--- src/rtl/core/pmsp_pkg.sv ---
// Shared types and constants for the PLA minterm stream parser.
// Holds the byte and result structs, result kind codes and character codes.
// No dependencies; every other file in rtl/core imports it.
`timescale 1ns / 1ps

package pmsp_pkg;

  // Default width of the .i/.o/.p counters (saturating)
  localparam int COUNT_WIDTH_DEF = 16;

  // Result queue between parser front end and output side
  localparam int QUEUE_DEPTH = 4;

  // Result kinds
  localparam logic [2:0] KIND_HEADER   = 3'd0;
  localparam logic [2:0] KIND_CHAR     = 3'd1;
  localparam logic [2:0] KIND_TERM     = 3'd2;
  localparam logic [2:0] KIND_END      = 3'd3;
  localparam logic [2:0] KIND_END_HDR  = 3'd4;
  localparam logic [2:0] KIND_TRUNC    = 3'd5;

  // Character codes
  localparam logic [7:0] CH_HASH  = 8'h23;
  localparam logic [7:0] CH_DOT   = 8'h2E;
  localparam logic [7:0] CH_I     = 8'h69;
  localparam logic [7:0] CH_O     = 8'h6F;
  localparam logic [7:0] CH_P     = 8'h70;
  localparam logic [7:0] CH_NL    = 8'h0A;
  localparam logic [7:0] CH_DASH  = 8'h2D;
  localparam logic [7:0] CH_TWO   = 8'h32;
  localparam logic [7:0] CH_ONE   = 8'h31;
  localparam logic [7:0] CH_ZERO  = 8'h30;
  localparam logic [7:0] CH_NINE  = 8'h39;
  localparam logic [7:0] CH_SPACE = 8'h20;
  localparam logic [7:0] CH_TAB   = 8'h09;
  localparam logic [7:0] CH_CR    = 8'h0D;

  // Terminal value remap: six is reported as five
  localparam logic [7:0] TERM_SIX  = 8'd6;
  localparam logic [7:0] TERM_FIVE = 8'd5;

  typedef struct packed {
    logic [7:0] text_byte;
    logic       end_of_stream;
  } byte_item_t;

  typedef struct packed {
    logic [2:0]  kind;
    logic [15:0] position;
    logic [7:0]  character;
    logic [7:0]  terminal;
    logic [15:0] input_count;
    logic [15:0] output_count;
    logic [15:0] product_count;
  } result_item_t;

  // Front end to queue: up to two results per accepted byte
  typedef struct packed {
    logic         push0;
    logic         push1;
    result_item_t item0;
    result_item_t item1;
  } push_t;

endpackage

--- src/rtl/core/pmsp_front.sv ---
// Parser front end: accepts text bytes, tracks header/body phase and emits results.
// Produces up to two results per byte toward the result queue.
// Depends on pmsp_pkg.
`timescale 1ns / 1ps

module pmsp_front import pmsp_pkg::*; #(
  parameter int COUNT_WIDTH = COUNT_WIDTH_DEF
) (
  input  logic       clk,
  input  logic       rst,
  input  logic       accept,
  input  byte_item_t data,
  output push_t      push
);

  localparam int CW = COUNT_WIDTH;
  localparam int AW = COUNT_WIDTH + 4;
  localparam int EW = COUNT_WIDTH + 16;
  localparam logic [CW-1:0] CountMax = '1;

  // Parser phases
  localparam logic [3:0] PH_HDR_START  = 4'd0;
  localparam logic [3:0] PH_HDR_DOT    = 4'd1;
  localparam logic [3:0] PH_HDR_NUM    = 4'd2;
  localparam logic [3:0] PH_HDR_SKIP   = 4'd3;
  localparam logic [3:0] PH_BODY_START = 4'd4;
  localparam logic [3:0] PH_BODY_SKIP  = 4'd5;
  localparam logic [3:0] PH_BODY_IN    = 4'd6;
  localparam logic [3:0] PH_BODY_OUT   = 4'd7;
  localparam logic [3:0] PH_DONE       = 4'd8;

  // Directive letters
  localparam logic [1:0] DIR_NONE = 2'd0;
  localparam logic [1:0] DIR_I    = 2'd1;
  localparam logic [1:0] DIR_O    = 2'd2;
  localparam logic [1:0] DIR_P    = 2'd3;

  logic [3:0]    phase, phase_next;
  logic [1:0]    directive_letter, directive_letter_next;
  logic [CW-1:0] number_value, number_value_next;
  logic          seen_digit, seen_digit_next;
  logic [CW-1:0] in_bits_count, in_bits_count_next;
  logic [CW-1:0] out_bits_count, out_bits_count_next;
  logic [CW-1:0] products_expected, products_expected_next;
  logic [CW-1:0] char_index, char_index_next;
  logic [7:0]    term_value, term_value_next;
  logic          only_dashes, only_dashes_next;

  logic [7:0]    c;
  logic          is_blank;
  logic          is_digit;
  logic [AW-1:0] acc;
  logic [CW-1:0] idx_inc;
  logic [7:0]    term_out;
  logic [EW-1:0] ext_in, ext_out, ext_prod, ext_idx;

  assign c        = data.text_byte;
  assign is_blank = (c == CH_SPACE) || (c == CH_TAB) || (c == CH_CR);
  assign is_digit = (c >= CH_ZERO) && (c <= CH_NINE);

  // Decimal accumulate: value * 10 + digit
  assign acc = (AW'(number_value) << 3) + (AW'(number_value) << 1) + AW'(c[3:0]);

  assign idx_inc = char_index + CW'(1);

  // Terminal value with all-dash and six-to-five rules
  always_comb begin
    term_out = only_dashes ? 8'd0 : term_value;
    if (term_out == TERM_SIX) begin
      term_out = TERM_FIVE;
    end
  end

  // Fit counts to the 16-bit result fields
  assign ext_in   = EW'(in_bits_count);
  assign ext_out  = EW'(out_bits_count);
  assign ext_prod = EW'(products_expected);
  assign ext_idx  = EW'(char_index);

  // Next-state and result generation
  always_comb begin
    phase_next             = phase;
    directive_letter_next  = directive_letter;
    number_value_next      = number_value;
    seen_digit_next        = seen_digit;
    in_bits_count_next     = in_bits_count;
    out_bits_count_next    = out_bits_count;
    products_expected_next = products_expected;
    char_index_next        = char_index;
    term_value_next        = term_value;
    only_dashes_next       = only_dashes;
    push                   = '0;

    if (accept && (phase != PH_DONE)) begin
      if (data.end_of_stream) begin
        // Close the stream with a status by phase
        push.push0 = 1'b1;
        if (phase <= PH_HDR_SKIP) begin
          push.item0.kind = KIND_END_HDR;
        end else if ((phase == PH_BODY_START) || (phase == PH_BODY_SKIP)) begin
          push.item0.kind = KIND_END;
        end else begin
          push.item0.kind = KIND_TRUNC;
        end
        phase_next = PH_DONE;
      end else begin
        unique case (phase)
          PH_HDR_START: begin
            if (c == CH_HASH) begin
              phase_next = PH_HDR_SKIP;
            end else if (c == CH_DOT) begin
              phase_next = PH_HDR_DOT;
            end else begin
              // End of header: header result, then first line character
              push.push0               = 1'b1;
              push.item0.kind          = KIND_HEADER;
              push.item0.input_count   = ext_in[15:0];
              push.item0.output_count  = ext_out[15:0];
              push.item0.product_count = ext_prod[15:0];
              push.push1               = 1'b1;
              push.item1.kind          = KIND_CHAR;
              push.item1.character     = c;
              term_value_next          = 8'd0;
              only_dashes_next         = 1'b1;
              char_index_next          = CW'(1);
              phase_next = (in_bits_count <= CW'(1)) ? PH_BODY_OUT : PH_BODY_IN;
            end
          end
          PH_HDR_DOT: begin
            number_value_next = '0;
            seen_digit_next   = 1'b0;
            if (c == CH_I) begin
              directive_letter_next = DIR_I;
              phase_next            = PH_HDR_NUM;
            end else if (c == CH_O) begin
              directive_letter_next = DIR_O;
              phase_next            = PH_HDR_NUM;
            end else if (c == CH_P) begin
              directive_letter_next = DIR_P;
              phase_next            = PH_HDR_NUM;
            end else begin
              directive_letter_next = DIR_NONE;
              phase_next = (c == CH_NL) ? PH_HDR_START : PH_HDR_SKIP;
            end
          end
          PH_HDR_NUM: begin
            if (is_digit) begin
              number_value_next = (acc > AW'(CountMax)) ? CountMax : acc[CW-1:0];
              seen_digit_next   = 1'b1;
            end else if (seen_digit || !is_blank) begin
              // Commit the count on digits seen or a bare newline
              if (seen_digit || (c == CH_NL)) begin
                unique case (directive_letter)
                  DIR_I:   in_bits_count_next     = number_value;
                  DIR_O:   out_bits_count_next    = number_value;
                  DIR_P:   products_expected_next = number_value;
                  default: ;
                endcase
              end
              directive_letter_next = DIR_NONE;
              phase_next = (c == CH_NL) ? PH_HDR_START : PH_HDR_SKIP;
            end
          end
          PH_HDR_SKIP: begin
            if (c == CH_NL) begin
              phase_next = PH_HDR_START;
            end
          end
          PH_BODY_START: begin
            if (c == CH_DOT) begin
              phase_next = PH_BODY_SKIP;
            end else begin
              push.push0           = 1'b1;
              push.item0.kind      = KIND_CHAR;
              push.item0.character = c;
              term_value_next      = 8'd0;
              only_dashes_next     = 1'b1;
              char_index_next      = CW'(1);
              phase_next = (in_bits_count <= CW'(1)) ? PH_BODY_OUT : PH_BODY_IN;
            end
          end
          PH_BODY_SKIP: begin
            if (c == CH_NL) begin
              phase_next = PH_BODY_START;
            end
          end
          PH_BODY_IN: begin
            push.push0           = 1'b1;
            push.item0.kind      = KIND_CHAR;
            push.item0.position  = ext_idx[15:0];
            push.item0.character = c;
            char_index_next      = idx_inc;
            if (idx_inc >= in_bits_count) begin
              phase_next = PH_BODY_OUT;
            end
          end
          PH_BODY_OUT: begin
            if (c == CH_NL) begin
              push.push0          = 1'b1;
              push.item0.kind     = KIND_TERM;
              push.item0.terminal = term_out;
              phase_next          = PH_BODY_START;
            end else if (!is_blank) begin
              term_value_next = {term_value[6:0], (c == CH_ONE)};
              if ((c != CH_DASH) && (c != CH_TWO)) begin
                only_dashes_next = 1'b0;
              end
            end
          end
          default: begin
            phase_next = PH_DONE;
          end
        endcase
      end
    end
  end

  // Hold parser state
  always_ff @(posedge clk) begin
    if (rst) begin
      phase             <= PH_HDR_START;
      directive_letter  <= DIR_NONE;
      number_value      <= '0;
      seen_digit        <= 1'b0;
      in_bits_count     <= '0;
      out_bits_count    <= '0;
      products_expected <= '0;
      char_index        <= '0;
      term_value        <= 8'd0;
      only_dashes       <= 1'b1;
    end else begin
      phase             <= phase_next;
      directive_letter  <= directive_letter_next;
      number_value      <= number_value_next;
      seen_digit        <= seen_digit_next;
      in_bits_count     <= in_bits_count_next;
      out_bits_count    <= out_bits_count_next;
      products_expected <= products_expected_next;
      char_index        <= char_index_next;
      term_value        <= term_value_next;
      only_dashes       <= only_dashes_next;
    end
  end

endmodule

--- src/rtl/core/pmsp_queue.sv ---
// Result queue: takes up to two results per cycle, delivers one per beat.
// Parts the parser front end from the output handshake.
// Depends on pmsp_pkg.
`timescale 1ns / 1ps

module pmsp_queue import pmsp_pkg::*; (
  input  logic         clk,
  input  logic         rst,
  input  push_t        push,
  output logic         full,
  output logic         valid,
  input  logic         stall,
  output result_item_t item
);

  localparam int PW = $clog2(QUEUE_DEPTH);
  localparam int NW = $clog2(QUEUE_DEPTH + 1);

  result_item_t  entries [QUEUE_DEPTH];
  logic [PW-1:0] head, tail;
  logic [NW-1:0] count, count_next;
  logic          pop;

  assign valid = (count != '0);
  assign item  = entries[head];
  assign pop   = valid && !stall;

  // Leave room for a two-result beat
  assign full = (count > NW'(QUEUE_DEPTH - 2));

  always_comb begin
    count_next = count + NW'(push.push0) + NW'(push.push1) - NW'(pop);
  end

  // Write incoming results at the tail
  always_ff @(posedge clk) begin
    if (push.push0) begin
      entries[tail] <= push.item0;
    end
    if (push.push1) begin
      entries[tail + PW'(1)] <= push.item1;
    end
  end

  // Advance pointers and occupancy
  always_ff @(posedge clk) begin
    if (rst) begin
      head  <= '0;
      tail  <= '0;
      count <= '0;
    end else begin
      tail  <= tail + PW'(push.push0) + PW'(push.push1);
      head  <= head + PW'(pop);
      count <= count_next;
    end
  end

endmodule

--- src/rtl/core/pla_minterm_stream_parser_core.sv ---
// Top level of the PLA minterm stream parser.
// Instantiates pmsp_front and pmsp_queue; depends on pmsp_pkg.
`timescale 1ns / 1ps

// Parses PLA text one byte per beat and takes a byte every clock cycle as long
// as the four-entry result queue has room for two results; results leave one per
// beat. The byte that ends the header yields two results (header counts, then
// the first character), so that one beat briefly outpaces the output by one
// entry. After the end-of-stream byte the block gives nothing further until
// reset. Counts from .i, .o and .p saturate at 2^COUNT_WIDTH-1 and are
// reported in their low 16 bits.

module pla_minterm_stream_parser_core import pmsp_pkg::*; #(
  parameter int COUNT_WIDTH = COUNT_WIDTH_DEF
) (
  input  logic         clk,
  input  logic         rst,
  input  logic         byte_valid,
  output logic         byte_stall,
  input  byte_item_t   byte_data,
  output logic         result_valid,
  input  logic         result_stall,
  output result_item_t result_data
);

  push_t push;
  logic  full;
  logic  accept;

  assign byte_stall = full;
  assign accept     = byte_valid && !full;

  pmsp_front #(
    .COUNT_WIDTH(COUNT_WIDTH)
  ) u_front (
    .clk    (clk),
    .rst    (rst),
    .accept (accept),
    .data   (byte_data),
    .push   (push)
  );

  pmsp_queue u_queue (
    .clk   (clk),
    .rst   (rst),
    .push  (push),
    .full  (full),
    .valid (result_valid),
    .stall (result_stall),
    .item  (result_data)
  );

endmodule

--- config.mk ---
export PLATFORM = sky130hd
export DESIGN_NAME = pla_minterm_stream_parser_core
export DESIGN_NICKNAME = d
export VERILOG_FILES = /design/src/rtl/core/pmsp_pkg.sv /design/src/rtl/core/pmsp_front.sv /design/src/rtl/core/pmsp_queue.sv /design/src/rtl/core/pla_minterm_stream_parser_core.sv
export SDC_FILE = /design/constraint.sdc
export NUM_CORES = 1
export LEC_CHECK = 0
export ABC_AREA = 1
export BUFFER_PORTS_ARGS = -buffer_cell sky130_fd_sc_hd__buf_4
export CAP_MARGIN = 10
export CORE_ASPECT_RATIO = 1.75
export CORE_UTILIZATION = 62
export CTS_CLUSTER_DIAMETER = 100
export CTS_CLUSTER_SIZE = 14
export DETAILED_ROUTE_END_ITERATION = 6
export PLACE_DENSITY = 0.77
export SYNTH_ARGS = -nofsm -noshare
export SYNTH_HDL_FRONTEND = slang
export SYNTH_SLANG_ARGS = --single-unit
--- constraint.sdc ---
create_clock -name clk -period 4.1 [get_ports clk]
set_clock_uncertainty 0.2 [all_clocks]
set_input_delay 0.615 -clock clk [delete_from_list [all_inputs] [get_ports clk]]
set_output_delay 0.615 -clock clk [all_outputs]
set_load 0.02 [all_outputs]
After elaboration in Yosys (flattened, before gate mapping)
Memories as Yosys holds them, arrays and structs flattened. A register that Yosys moved wholly into a read port is not among the register bits. Index checks and enable logic that the tools add are counted.

Output and inout port bits: 85. Memories kept: 1. Bits in writable memories: 332. Latch bits: 0. Logic and storage cells: 172. Input bits: 13. Register bits after elaboration: 103. Bits in read-only memories: 0.

Reduce and logical (&&, ||, !) cells: 28. Magnitude comparators: 7. Multiply operators: 0. Equal/unequal tests: 36. Mux-type cells: 75. Bitwise gates (word level): 2. Div/mod/pow operators: 0. Shift operators: 0. Add/subtract/negate cells: 10.

Memory list: u_queue.entries (depth 4, width 83, rd ports 1, clocked after Yosys merged registers in 1, wr ports 2, line pmsp_queue.sv:19) `result_item_t entries [QUEUE_DEPTH];`.

Operator list (number): 2-to-1 mux 51 bit (3); 2-to-1 mux 8 bit (13); 2-to-1 mux 88 bit (1); 2-to-1 mux 83 bit (1); 2-to-1 mux 16 bit (5); 2-to-1 mux 4 bit (12); one-hot mux 16 bit (3 select lines) (1); equality test 8 x 6 -> 1 bit (second input constant) (4); one-hot mux 16 bit (2 select lines) (1); one-hot mux 4 bit (7 select lines) (1); AND reduction 7 bit (4); equality test 8 x 4 -> 1 bit (second input constant) (3); equality test 8 x 7 -> 1 bit (second input constant) (3); one-hot mux 8 bit (3 select lines) (1); adder 19 x 17 -> 20 bit (1); adder 20 x 4 -> 20 bit (1); greater-than comparator 20 x 16 -> 1 bit (second input constant) (1); 2-to-1 mux 1 bit (17); adder 16 x 1 -> 16 bit (second input constant) (1); equality test 4 x 3 -> 1 bit (second input constant) (4); >= comparator 16 bit (1); less-or-equal comparator 16 x 1 -> 1 bit (second input constant) (1); 2-to-1 mux 2 bit (8); inequality test 8 x 6 -> 1 bit (second input constant) (2); other kinds (38) (68).

Logic depth before layout (Yosys ltp)
Depth in word-level cells: 10. Gate-level depth with buffers: 18. Mapped depth without buffers: 18.

By module
A second synthesis with hierarchy kept.

Cell total of the unflattened synthesis: 3597. Area, all modules: 26696.9 µm².

Modules (own cells, without submodules): pmsp_queue (times used 1, sequential area each 10109.7 µm², area an instance 19418.6 µm², cells an instance 2476); pmsp_front (times used 1, sequential area each 1921.8 µm², area an instance 7268.2 µm², cells an instance 1119); pla_minterm_stream_parser_core (times used 1, sequential area each 0.0 µm², area an instance 10.0 µm², cells an instance 2).

Least setup slack after synthesis
Ideal clock, no wire load.

Path kind: input-to-reg. Start point: input port byte_data[4] (netlist bit). End point: register u_front.number_value[5]. Cell stages on the path: 15. Setup time: 0.132 ns. Setup slack: 0.895 ns. Buffers on the path: 1. Data required time: 3.768 ns. Arrival: 2.872 ns. Cells stage by stage: fa_1 -> fa_1 -> nand2_1 -> nand2_1 -> nand3_1 -> nand2_1 -> nand2_1 -> nand2_1 -> nand2_1 -> nand2_1 -> nor2_1 -> clkbuf_1 -> nand3_1 -> nand2_1 -> a21oi_1.

Word-level cells in the longest chain between the ends: 5. Elaborated cells between the ends (all ways): 10. Those cells by class: 1 x add/sub; 3 x order compare; 1 x eq/ne; 3 x mux; 2 x reduce/logical.

RTL lines: start, declared (line pla_minterm_stream_parser_core.sv:20) `input byte_item_t byte_data,`; adder 20 x 4 -> 20 bit (line pmsp_front.sv:62) `assign acc = (AW'(number_value) << 3) + (AW'(number_value) << 1) + AW'(c[3:0]);`; greater-than comparator 20 x 16 -> 1 bit (line pmsp_front.sv:148) `number_value_next = (acc > AW'(CountMax)) ? CountMax : acc[CW-1:0];`; 2-to-1 mux 16 bit (line pmsp_front.sv:148); 2-to-1 mux 16 bit (line pmsp_front.sv:147) `if (is_digit) begin`; one-hot mux 16 bit (2 select lines) (line pmsp_front.sv:107) `unique case (phase)`; end signal, assigned (line pmsp_front.sv:234) `number_value <= number_value_next;`; end, declared (line pmsp_front.sv:40) `logic [CW-1:0] number_value, number_value_next;`.

Several ways; a longest one is shown, not always the timed one. The select of a mux whose other input is x is not followed. A chain may end at the register's enable or synchronous reset.

==> impl_metrics.tcl <==
set metrics [dict create \
    antenna_cells 0 \
    violations "DRC" \
    synthesis.instances 3434 \
    fin_nets 3459 \
    crit_start "u_queue.head[1]" \
    synth-seq-area-share 0.398 \
    synth_area_per_cell_sq_um 6.63 \
    routed_wl_microns 69400 \
    tns_ns 0 \
    use_met1 0.438 \
    cts-root-buf "clkbuf_16" \
    core_area_sq_um 36100 \
    fmax_mhz 291 \
    layout_setup_ws_ns 0.663 \
    grt_use_met2 0.632 \
    cp-end-kind "output port" \
    postRouteAntennaNets 0 \
    syn_nets 3503 \
    crit_end "result_data[14]" \
    slew_headroom 0.244 \
    reg2reg_from "u_front.char_index[0]" \
    rsz0062_at_grt "no" \
    place_congestion 0.950 \
    final_cell_mix "nand2_1, inv_1, nor2_1" \
    setup_viol 0 \
    portBuffers 97 \
    vdd_drop_max_uv 738 \
    drive_gt1_frac 0.0639 \
    fp.dieH_microns 256 \
    clock_path_buffers 3 \
    dr.pass1.iters 7 \
    leakage_nw 12.8 \
    gr-total-overflow 0 \
    wl_per_cell_microns 17.9 \
    status "complete, but fails checks" \
    ys_ff_latch 435 \
    cts_resized 0 \
    synth_cell_types 42 \
    dp_hpwl_microns 42100 \
    fillCellCount 3221 \
    holdBufCountCts 0 \
    rr_worst_depth 17 \
    maxCapViolCount 0 \
    area_delta_synth_final_pct 8.12 \
    synth_ff_type "dfxtp_1" \
    r2r_end "u_front.phase[1]" \
    min_period_over_period 0.838 \
    critical_path_required_ns 3.28 \
    drt-initial-drc-count 1865 \
    cts_inserted_buffers 37 \
    slew_violations 0 \
    synth_top_area_cell "dfxtp_1" \
    synth_compound_area_frac 0.164 \
    synth_edf_count 36 \
    grt_pass1_vias 20600 \
    hp-class "in2reg" \
    async_reset_ff_frac 0 \
    gr-usage-met3 0.0417 \
    synth_area_leaders "dfxtp_1, nand2_1, inv_1" \
    cpMostUsedCell "buf_4" \
    grt_use_total 0.366 \
    top_usage_layer "met2" \
    vias 22100 \
    post_cts_buffers 0 \
    worstPathMaxFanout 73 \
    powerDensity_nw_per_um2 672 \
    arrival_ns 2.62 \
    synth_fa_ha_area_frac 0.0324 \
    grt_first_pass_wirelength_microns 110000 \
    synth_top_family_by_area "simple AND/OR/NAND/NOR gates" \
    grt_max_degree 112 \
    clock-sinks 435 \
    fp-row-count 92 \
    cp_slowest_cell "inv_4" \
    muxShareOfSynthArea 0 \
    layout_commonest_cell "nand2_1" \
    antenna_found_initial 0 \
    preCtsSetupSlack_ns 0.551 \
    cp_slowest_stage_delay_ns 0.64 \
    path_clk_slew_ns 0.07 \
    num_io_pins 98 \
    hold_viol 0 \
    dieWidth_microns 147 \
    clkLatencyLatePin_ns 0.56 \
    syn_area_sq_um 22800 \
    path_cells "inv_4, buf_4, o21ai_0, o22ai_1, buf_4" \
    viasPerCell 5.72 \
    min_period_ns 3.44 \
    drcViolationCount 11 \
    yosys.area_share.simple 0.274 \
    start_util 0.630 \
    cts_tree "yes" \
    r2r_slack_ns 0.83 \
    fin_area_sq_um 24600 \
    dieArea_sq_um 37500 \
    synth_top_area_frac 0.351 \
    crit_type "reg2out" \
    synth_xor_area_frac 0.0104 \
    htreeDepth 2 \
    dpl-instance-area_sq_um 23600 \
    critPathLaunchType "flip-flop" \
    ys_warn_count 0 \
    tightest_slew_ns 1.13 \
]
-- worst min-delay path by stage --
stage / depth (start not counted) / from / slack, ns / endpoint
3_3_place_gp: 2 / u_queue.entries[1][47] / 0.24 / u_queue.entries[1][47]
4_1_cts: 3 / byte_data[0] / 0.24 / u_front.phase[3]
2_1_floorplan: 2 / u_queue.entries[2][82] / 0.24 / u_queue.entries[2][82]
6_report: 3 / byte_data[0] / 0.25 / u_front.phase[3]
5_1_grt: 3 / byte_data[0] / 0.28 / u_front.phase[3]
3_5_place_dp: 2 / u_queue.entries[1][0] / 0.25 / u_queue.entries[1][0]
-- kinds of logic (layout without fill, tap and decap cells) --
kind of cell	Yosys count	count (layout)
adders and majority gates	56	56
xor gates and xnor gates	27	27
and+or+nand+nor	1530	1530
DFF	435	435
AOI/OAI and AO/OA	686	686
buffers and inverters	700	664
-- stage by stage --
| step | hold slack (ns) | utilization | power (mW) | std cells |
|---|---|---|---|---|
| after floorplan | 0.235 | - | 11.0 | 3434 |
| after global placement | 0.244 | 0.653 | 13.0 | 3821 |
| after detailed placement | 0.254 | 0.653 | 13.2 | 3821 |
| after CTS | 0.236 | 0.681 | 16.5 | 3868 |
| after global routing | 0.279 | 0.681 | 17.6 | 3868 |
| final | 0.250 | 0.681 | 16.6 | 3868 |
-- synth_stat cells, types with 4 or more instances --
| cell type | number |
|---|---|
| dfxtp_1 | 399 |
| nor3_1 | 15 |
| o21ai_0 | 203 |
| inv_2 | 7 |
| buf_4 | 14 |
| nand2_1 | 822 |
| xnor2_1 | 17 |
| nand2_2 | 7 |
| buf_2 | 60 |
| clkbuf_1 | 135 |
| nand4_1 | 13 |
| inv_1 | 465 |
| a21boi_0 | 61 |
| buf_1 | 9 |
| ha_1 | 51 |
| nor2_1 | 410 |
| nand3_1 | 240 |
| a211oi_1 | 17 |
| clkinv_1 | 9 |
| a21boi_1 | 10 |
| nor2_4 | 4 |
| edfxtp_1 | 36 |
| xor2_1 | 10 |
| o22ai_1 | 59 |
| nor4_1 | 4 |
| fa_1 | 5 |
| a21oi_1 | 327 |
-- per-layer routing --
| layer | vias to the layer above | wire length, microns |
|---|---|---|
| met1 | 10100 | 26600 |
| met5 | - | 0 |
| met3 | 213 | 5180 |
| met4 | 0 | 3730 |
| li1 | 10700 | - |
| met2 | 1018 | 33900 |
-- flip-flops by register name, summed over array words and instances, names as in the netlist --
| name | cells |
|---|---|
| u_front.term_value | 8 |
| u_front.number_value | 16 |
| u_front.seen_digit | 1 |
| u_queue.head | 2 |
| u_front.directive_letter | 2 |
| u_queue.count | 3 |
| u_front.in_bits_count | 16 |
| u_front.char_index | 16 |
| u_front.out_bits_count | 16 |
| u_front.products_expected | 16 |
| u_front.only_dashes | 1 |
| u_front.phase | 4 |
| u_queue.tail | 2 |
| u_queue.entries | 332 |
-- critical path: cells and delay by family, from the launching register on --
kind	cells	cell delay (ns)
compound gates	2	0.43
buf+inv	3	1.28
flops	1	0.34
-- cell type report --
cell class	count	area, sq um	share of cell area
multi-input cells	2299	11000	0.447
flip-flops and latches	435	9070	0.368
inverters	481	1820	0.0737
repair buffers	136	1120	0.0455
clock buffers	44	973	0.0395
well taps	470	588	0.0239
clock inverters	3	52.6	0.00213
-- report_power, final --
part	switching, mW	internal [mW]	total (mW)
clock	1.60	1.69	3.29
combinational	4.69	2.44	7.13
sequential	0.565	5.58	6.14
total	6.85	9.71	16.6
No activity file was read; power rests on OpenSTA's default activity.
